$ cat config.mk
export PLATFORM = sky130hd
export DESIGN_NAME = percent_escape_decoder
export DESIGN_NICKNAME = d
export VERILOG_FILES = /design/src/design/ped_pkg.sv /design/src/design/ped_front.sv /design/src/design/ped_queue.sv /design/src/design/ped_back.sv /design/src/design/percent_escape_decoder.sv
export SDC_FILE = /design/constraint.sdc
export NUM_CORES = 1
export LEC_CHECK = 0
export ABC_AREA = 1
export BUFFER_PORTS_ARGS = -buffer_cell sky130_fd_sc_hd__buf_2
export CAP_MARGIN = 20
export CORE_ASPECT_RATIO = 0.7
export CORE_MARGIN = 2
export CORE_UTILIZATION = 55
export CTS_CLUSTER_DIAMETER = 80
export DETAILED_ROUTE_END_ITERATION = 10
export PLACE_DENSITY = 0.72
export SLEW_MARGIN = 40
export SYNTH_ARGS = -nofsm -noshare
export SYNTH_HDL_FRONTEND = slang
export SYNTH_SLANG_ARGS = --single-unit
$ cat constraint.sdc
create_clock -name clk -period 6.8 [get_ports clk]
set_input_delay 0 -clock clk [delete_from_list [all_inputs] [get_ports clk]]
set_output_delay 0 -clock clk [all_outputs]
set_load 0.02 [all_outputs]
$ cat src/design/ped_pkg.sv
`timescale 1ns / 1ps

package ped_pkg;

  localparam logic [7:0] PCT_CHAR = 8'h25;

  // group queue between front and back
  localparam int QUEUE_DEPTH = 4;
  localparam int QPTR_W = $clog2(QUEUE_DEPTH);
  localparam int QCNT_W = $clog2(QUEUE_DEPTH + 1);

  typedef struct packed {
    logic [7:0] in_byte;
    logic       in_last;
  } in_word_t;

  typedef struct packed {
    logic [7:0] out_byte;
    logic       out_last;
  } out_word_t;

  // what one input byte turns into: up to three output bytes
  typedef struct packed {
    logic            last;
    logic [1:0]      cnt;
    logic [2:0][7:0] bytes;
  } grp_t;

  typedef enum logic [1:0] {
    HS_IDLE,
    HS_PCT,
    HS_DIGIT
  } held_state_t;

  function automatic logic is_hex(input logic [7:0] c);
    return (c >= 8'h30 && c <= 8'h39) || (c >= 8'h41 && c <= 8'h46) ||
           (c >= 8'h61 && c <= 8'h66);
  endfunction

  function automatic logic [3:0] hex_nib(input logic [7:0] c);
    logic [7:0] v;
    v = 8'h00;
    if (c >= 8'h30 && c <= 8'h39) begin
      v = c - 8'h30;
    end else if (c >= 8'h41 && c <= 8'h46) begin
      v = c - 8'h37;
    end else if (c >= 8'h61 && c <= 8'h66) begin
      v = c - 8'h57;
    end
    return v[3:0];
  endfunction

endpackage

$ cat src/design/ped_front.sv
`timescale 1ns / 1ps

module ped_front (
  input  logic              clk,
  input  logic              rst_n,
  input  logic              take,
  input  ped_pkg::in_word_t word,
  output logic              push,
  output ped_pkg::grp_t     grp
);

  ped_pkg::held_state_t state_r, state_nxt, pre_state;
  logic [7:0] digit_r;
  logic       b_hex, b_pct;

  assign b_hex = ped_pkg::is_hex(word.in_byte);
  assign b_pct = (word.in_byte == ped_pkg::PCT_CHAR);

  // next state: pre_state ignores end of string, state_nxt applies it
  always_comb begin
    unique case (state_r)
      ped_pkg::HS_PCT:   pre_state = b_hex ? ped_pkg::HS_DIGIT :
                                     (b_pct ? ped_pkg::HS_PCT : ped_pkg::HS_IDLE);
      ped_pkg::HS_DIGIT: pre_state = (!b_hex && b_pct) ? ped_pkg::HS_PCT :
                                     ped_pkg::HS_IDLE;
      ped_pkg::HS_IDLE:  pre_state = b_pct ? ped_pkg::HS_PCT : ped_pkg::HS_IDLE;
      default:           pre_state = b_pct ? ped_pkg::HS_PCT : ped_pkg::HS_IDLE;
    endcase
    state_nxt = word.in_last ? ped_pkg::HS_IDLE : pre_state;
  end

  // outputs: the group of bytes this word produces
  always_comb begin
    grp = '0;
    grp.last = word.in_last;
    unique case (state_r)
      ped_pkg::HS_PCT: begin
        if (!b_hex) begin
          grp.bytes[0] = ped_pkg::PCT_CHAR;
          grp.bytes[1] = word.in_byte;
          grp.cnt = b_pct ? 2'd1 : 2'd2;
        end
      end
      ped_pkg::HS_DIGIT: begin
        if (b_hex) begin
          grp.bytes[0] = {ped_pkg::hex_nib(digit_r), ped_pkg::hex_nib(word.in_byte)};
          grp.cnt = 2'd1;
        end else begin
          grp.bytes[0] = ped_pkg::PCT_CHAR;
          grp.bytes[1] = digit_r;
          grp.bytes[2] = word.in_byte;
          grp.cnt = b_pct ? 2'd2 : 2'd3;
        end
      end
      default: begin
        if (!b_pct) begin
          grp.bytes[0] = word.in_byte;
          grp.cnt = 2'd1;
        end
      end
    endcase
    // end of string: flush whatever would still be held
    if (word.in_last) begin
      if (pre_state == ped_pkg::HS_PCT) begin
        grp.bytes[grp.cnt] = ped_pkg::PCT_CHAR;
        grp.cnt = grp.cnt + 2'd1;
      end else if (pre_state == ped_pkg::HS_DIGIT) begin
        grp.bytes[0] = ped_pkg::PCT_CHAR;
        grp.bytes[1] = word.in_byte;
        grp.cnt = 2'd2;
      end
    end
  end

  assign push = take && (grp.cnt != 2'd0);

  always_ff @(posedge clk) begin
    if (!rst_n) begin
      state_r <= ped_pkg::HS_IDLE;
      digit_r <= 8'h00;
    end else if (take) begin
      state_r <= state_nxt;
      if (state_nxt == ped_pkg::HS_DIGIT) begin
        digit_r <= word.in_byte;
      end
    end
  end

endmodule

$ cat src/design/ped_queue.sv
`timescale 1ns / 1ps

module ped_queue (
  input  logic          clk,
  input  logic          rst_n,
  input  logic          push,
  input  ped_pkg::grp_t push_grp,
  input  logic          pop,
  output logic          full,
  output logic          nonempty,
  output ped_pkg::grp_t head
);

  ped_pkg::grp_t mem_r [ped_pkg::QUEUE_DEPTH];
  logic [ped_pkg::QPTR_W-1:0] wptr_r, rptr_r;
  logic [ped_pkg::QCNT_W-1:0] count_r;

  assign full     = (count_r == ped_pkg::QCNT_W'(ped_pkg::QUEUE_DEPTH));
  assign nonempty = (count_r != '0);
  assign head     = mem_r[rptr_r];

  always_ff @(posedge clk) begin
    if (push) begin
      mem_r[wptr_r] <= push_grp;
    end
  end

  always_ff @(posedge clk) begin
    if (!rst_n) begin
      wptr_r  <= '0;
      rptr_r  <= '0;
      count_r <= '0;
    end else begin
      if (push) begin
        wptr_r <= wptr_r + 1'b1;
      end
      if (pop) begin
        rptr_r <= rptr_r + 1'b1;
      end
      if (push && !pop) begin
        count_r <= count_r + 1'b1;
      end else if (pop && !push) begin
        count_r <= count_r - 1'b1;
      end
    end
  end

endmodule

$ cat src/design/ped_back.sv
`timescale 1ns / 1ps

module ped_back (
  input  logic               clk,
  input  logic               rst_n,
  input  logic               q_nonempty,
  input  ped_pkg::grp_t      q_head,
  output logic               pop,
  input  logic               out_stall,
  output logic               out_valid,
  output ped_pkg::out_word_t out_word
);

  logic [1:0]         idx_r;
  logic               out_valid_r;
  ped_pkg::out_word_t out_word_r;
  logic               load, at_end;

  assign load   = q_nonempty && (!out_valid_r || !out_stall);
  assign at_end = (idx_r == (q_head.cnt - 2'd1));
  assign pop    = load && at_end;

  always_ff @(posedge clk) begin
    if (!rst_n) begin
      idx_r       <= 2'd0;
      out_valid_r <= 1'b0;
    end else if (load) begin
      out_valid_r <= 1'b1;
      idx_r       <= at_end ? 2'd0 : idx_r + 2'd1;
    end else if (!out_stall) begin
      out_valid_r <= 1'b0;
    end
  end

  always_ff @(posedge clk) begin
    if (load) begin
      out_word_r.out_byte <= q_head.bytes[idx_r];
      out_word_r.out_last <= q_head.last && at_end;
    end
  end

  assign out_valid = out_valid_r;
  assign out_word  = out_word_r;

endmodule

$ cat src/design/percent_escape_decoder.sv
`timescale 1ns / 1ps

// Percent-escape decoder. Takes one raw byte per word and writes the decoded
// bytes: '%' plus two hex digits becomes one byte, any broken escape passes
// through literally, and a word with in_last set flushes what is held and
// marks its final result with out_last. The input side takes one word per
// cycle while the queue has room; a word yields zero to three results, and
// the output side delivers one result per cycle while out_stall is low, so
// over an unstalled string the rate is one byte per cycle. Each result passes
// through a four-entry group queue and then the output register; in_stall
// rises only while that queue is full.

module percent_escape_decoder (
  input  logic               clk,
  input  logic               rst_n,
  input  logic               in_valid,
  output logic               in_stall,
  input  ped_pkg::in_word_t  in_data,
  output logic               out_valid,
  input  logic               out_stall,
  output ped_pkg::out_word_t out_data
);

  logic          take, push, pop, q_full, q_nonempty;
  ped_pkg::grp_t grp, q_head;

  // hold the input only while the queue has no room for a group
  assign in_stall = q_full;
  assign take     = in_valid && !q_full;

  // front: track held '%' / digit, turn each word into a byte group
  ped_front u_front (
    .clk   (clk),
    .rst_n (rst_n),
    .take  (take),
    .word  (in_data),
    .push  (push),
    .grp   (grp)
  );

  // decouple: groups wait here while the output side is stalled
  ped_queue u_queue (
    .clk      (clk),
    .rst_n    (rst_n),
    .push     (push),
    .push_grp (grp),
    .pop      (pop),
    .full     (q_full),
    .nonempty (q_nonempty),
    .head     (q_head)
  );

  // back: advance through the head group one byte per cycle unless out_stall holds it
  ped_back u_back (
    .clk        (clk),
    .rst_n      (rst_n),
    .q_nonempty (q_nonempty),
    .q_head     (q_head),
    .pop        (pop),
    .out_stall  (out_stall),
    .out_valid  (out_valid),
    .out_word   (out_data)
  );

endmodule

==> impl_metrics.ini <==
[sta]
finalHoldViolations = 0
finalClockSkew_ns = 0.00784
max_freq_mhz = 291
period_share = 0.506
worstMarginPinSlew_ns = 0.856
slew_headroom = 0.427
rsz0062_at_grt = false
tns_ns = 0
finalMaxSlewViolations = 0
finalSetupViolations = 0
fin_crit_ns = 3.44

[die]
start_util = 0.571
rows = 32
die_y_microns = 94.1
design.die.area_sq_mm = 0.0125
pin_count = 24
core-area_sq_mm = 0.0112
die_w_microns = 133

[setup_path]
crit_arrival_ns = 3.75
critPathMaxStageDelay_ns = 0.37
path_buf_inv = 7
cp_slowest_cell = fa_1
worst-setup-path-type = reg2reg
crit_chain = inv_1 > ha_1 > inv_2 > nor2_2 > inv_2 > nor2_1 > a211o_1 > inv_1 > ha_1 > inv_1 > nand2_1 > nand2_1 > nand2_2 > nand2_2 > inv_1 > ha_1 > inv_1 > fa_1 > a21oi_1 > o21ai_0 > o21ai_0 > a21oi_1
crit_path_start_kind = flop
r2r-start = u_front.state_r[0]
cp_max_fo = 10
reg2reg_to = u_queue.count_r[2]
cpMostUsedCell = inv_1
reg2reg_depth = 22
endpoint_kind = flop
cp.required_ns = 7.11
reg2reg_slack_ns = 3.36
path_delay_family = adder cells

[placement]
gp_routability_congestion = 0.872
place_hpwl_microns = 9870
placed_cell_area_sq_mm = 0.00666
portBuffers = 23

[drt]
drt-total-wl_microns = 15800
wire_per_inst_microns = 19.5
drtIter0Drc = 492
drt_first_pass_iters = 7
antenna_left = 0
vias = 4718
avgViaCountPerCell = 5.80
drc = 0

[cells_and_area]
areaGrowthSynthToFinish_pct = 15.5
antennaDiodeCount = 0
final_area_sq_mm = 0.00737
regArea_sq_mm = 0.00395
num-fill-cells = 835
layout-drive-gt1-share = 0.138
final_cell_mix = edfxtp_1 (117), nor2_1 (81), o21ai_0 (74), inv_1 (62), nand2_1 (61)
multiInputGateArea_sq_mm = 0.00209
nNetsFinal = 679
mostFrequentLayoutCell = edfxtp_1

[cts]
ctsResizeCount = 0
h-tree-depth = 4
cts_tree = yes
cts_buffers = 17
clk-insertion-delay-late_ns = 0.42
clkSlewWorstSetupHoldPaths_ns = 0.06
clkSinkCount = 139
postCtsSetupBuffers = 0
cts.path.max_buffers = 2
cts-root-buf = clkbuf_16

[power]
power_w = 0.00270
leakage_nw = 2.79
cellPowerDensity_mw_per_mm2 = 367
peakVddDrop_mv = 0.219

[synth]
syn_area_per_cell_sq_um = 10.5
ys_warn_count = 0
synthesis.nets = 639
synth_cell_types = 38
syn_area_sq_mm = 0.00638
ys_ff_latch = 139
seq_area_frac_synth = 0.619
netlist_instances = 607

[grt]
grt_pass1_wl_microns = 25000
antenna_found_initial = 0
grt_max_degree = 56
grt_use_total = 0.273
gr-total-overflow = 0
grt_pass1_vias = 4453

[min_path]
min-delay-start = in_data[2]
hp-class = in2reg
worstHoldPathCells = 3
min_to = u_front.digit_r[1]

[flow_run]
drv_cap = 0

[status]
status = completed
==> cells by family (layout without fill, tap and decap cells) <==
family | after synthesis | in the layout | synth area share
buf+inv | 92 | 145 | 0.0559
flops | 139 | 139 | 0.619
simple gates | 191 | 191 | 0.130
fa+ha+maj | 19 | 19 | 0.0384
compound gates | 162 | 162 | 0.151
xor+xnor | 4 | 4 | 0.00549
==> through the flow <==
stage	std cells	utilization	hold slack, ns	setup slack [ns]
final	813	0.660	0.0329	3.36
after global routing	813	0.660	0.0555	2.97
after CTS	813	0.660	0.00428	3.39
after detailed placement	769	0.596	0.357	3.40
after global placement	769	0.596	0.319	3.43
after floorplan	607	-	0.0989	3.30
==> how the worst max path moves through the flow <==
stage                             startpoint             endpoint  cells past startpoint
after global placement    u_front.state_r[0]   u_queue.count_r[2]                     21
after floorplan           u_front.state_r[0]  u_queue.mem_r[0][0]                     14
after CTS                 u_front.state_r[0]   u_queue.count_r[2]                     21
final                     u_front.state_r[0]   u_queue.count_r[2]                     22
after detailed placement  u_front.state_r[0]   u_queue.count_r[2]                     21
after global routing      u_front.state_r[0]   u_queue.count_r[2]                     22
==> cell type report <==
class | count | area share
timing repair buffer | 42 | 0.0390
sequential | 139 | 0.536
clock inverter | 15 | 0.0221
tap | 153 | 0.0260
inverter | 71 | 0.0361
multi-input combinational | 376 | 0.283
clock buffer | 17 | 0.0577
==> cell usage after synthesis, drive strengths merged <==
cell type | count | area share
nor4 | 1 | 0.00098
nand4 | 5 | 0.0049
nor3 | 9 | 0.0088
o31ai | 5 | 0.0059
edfxtp | 117 | 0.55
buf | 5 | 0.0045
nor2 | 92 | 0.058
a31oi | 1 | 0.00098
a32o | 6 | 0.0094
dfxtp | 22 | 0.069
o21a | 1 | 0.0012
a21oi | 29 | 0.023
fa | 1 | 0.0031
nand3b | 2 | 0.0029
o21bai | 1 | 0.0012
o221ai | 14 | 0.019
ha | 18 | 0.035
inv | 71 | 0.042
o211ai | 6 | 0.0071
o22ai | 21 | 0.021
a211o | 1 | 0.0014
nand2 | 66 | 0.041
o21ai | 77 | 0.061
nand3 | 16 | 0.014
clkbuf | 16 | 0.0096
xor2 | 4 | 0.0055
==> tightest hold or removal path, cell delays in order <==
cell and delay, ns:
buf_2 0.13, inv_1 0.14, a21oi_1 0.15
==> repair_timing <==
item	CTS	global route
hold buffers	12	0
endpoints found under the setup margin	0	0
hold endpoints to repair	20	0
==> per-layer routing <==
layer / vias to the layer above / part of all wire / GRT usage
li1: 2237 / - / -
met1: 2260 / 0.47 / 0.395
met2: 206 / 0.44 / 0.408
met3: 15 / 0.081 / 0.0739
met4: 0 / 0.011 / 0.0753
met5: - / 0 / 0
==> sequential cells by signal (all words and copies together) (netlist names), named ones only <==
register	cells
u_queue.rptr_r	2
u_queue.wptr_r	2
u_front.state_r	2
u_back.out_word	9
u_front.digit_r	8
u_queue.mem_r	108
u_queue.count_r	3
u_back.out_valid	1
u_back.idx_r	2
==> power by group <==
part	switching (W)	internal [W]	leakage (nW)
clock network	0.000374	0.000546	0.284
logic	0.000471	0.000206	1.24
registers	0.0000446	0.00106	1.27
total	0.000890	0.00181	2.79
Note: power is estimated with default switching activity, not from simulation.
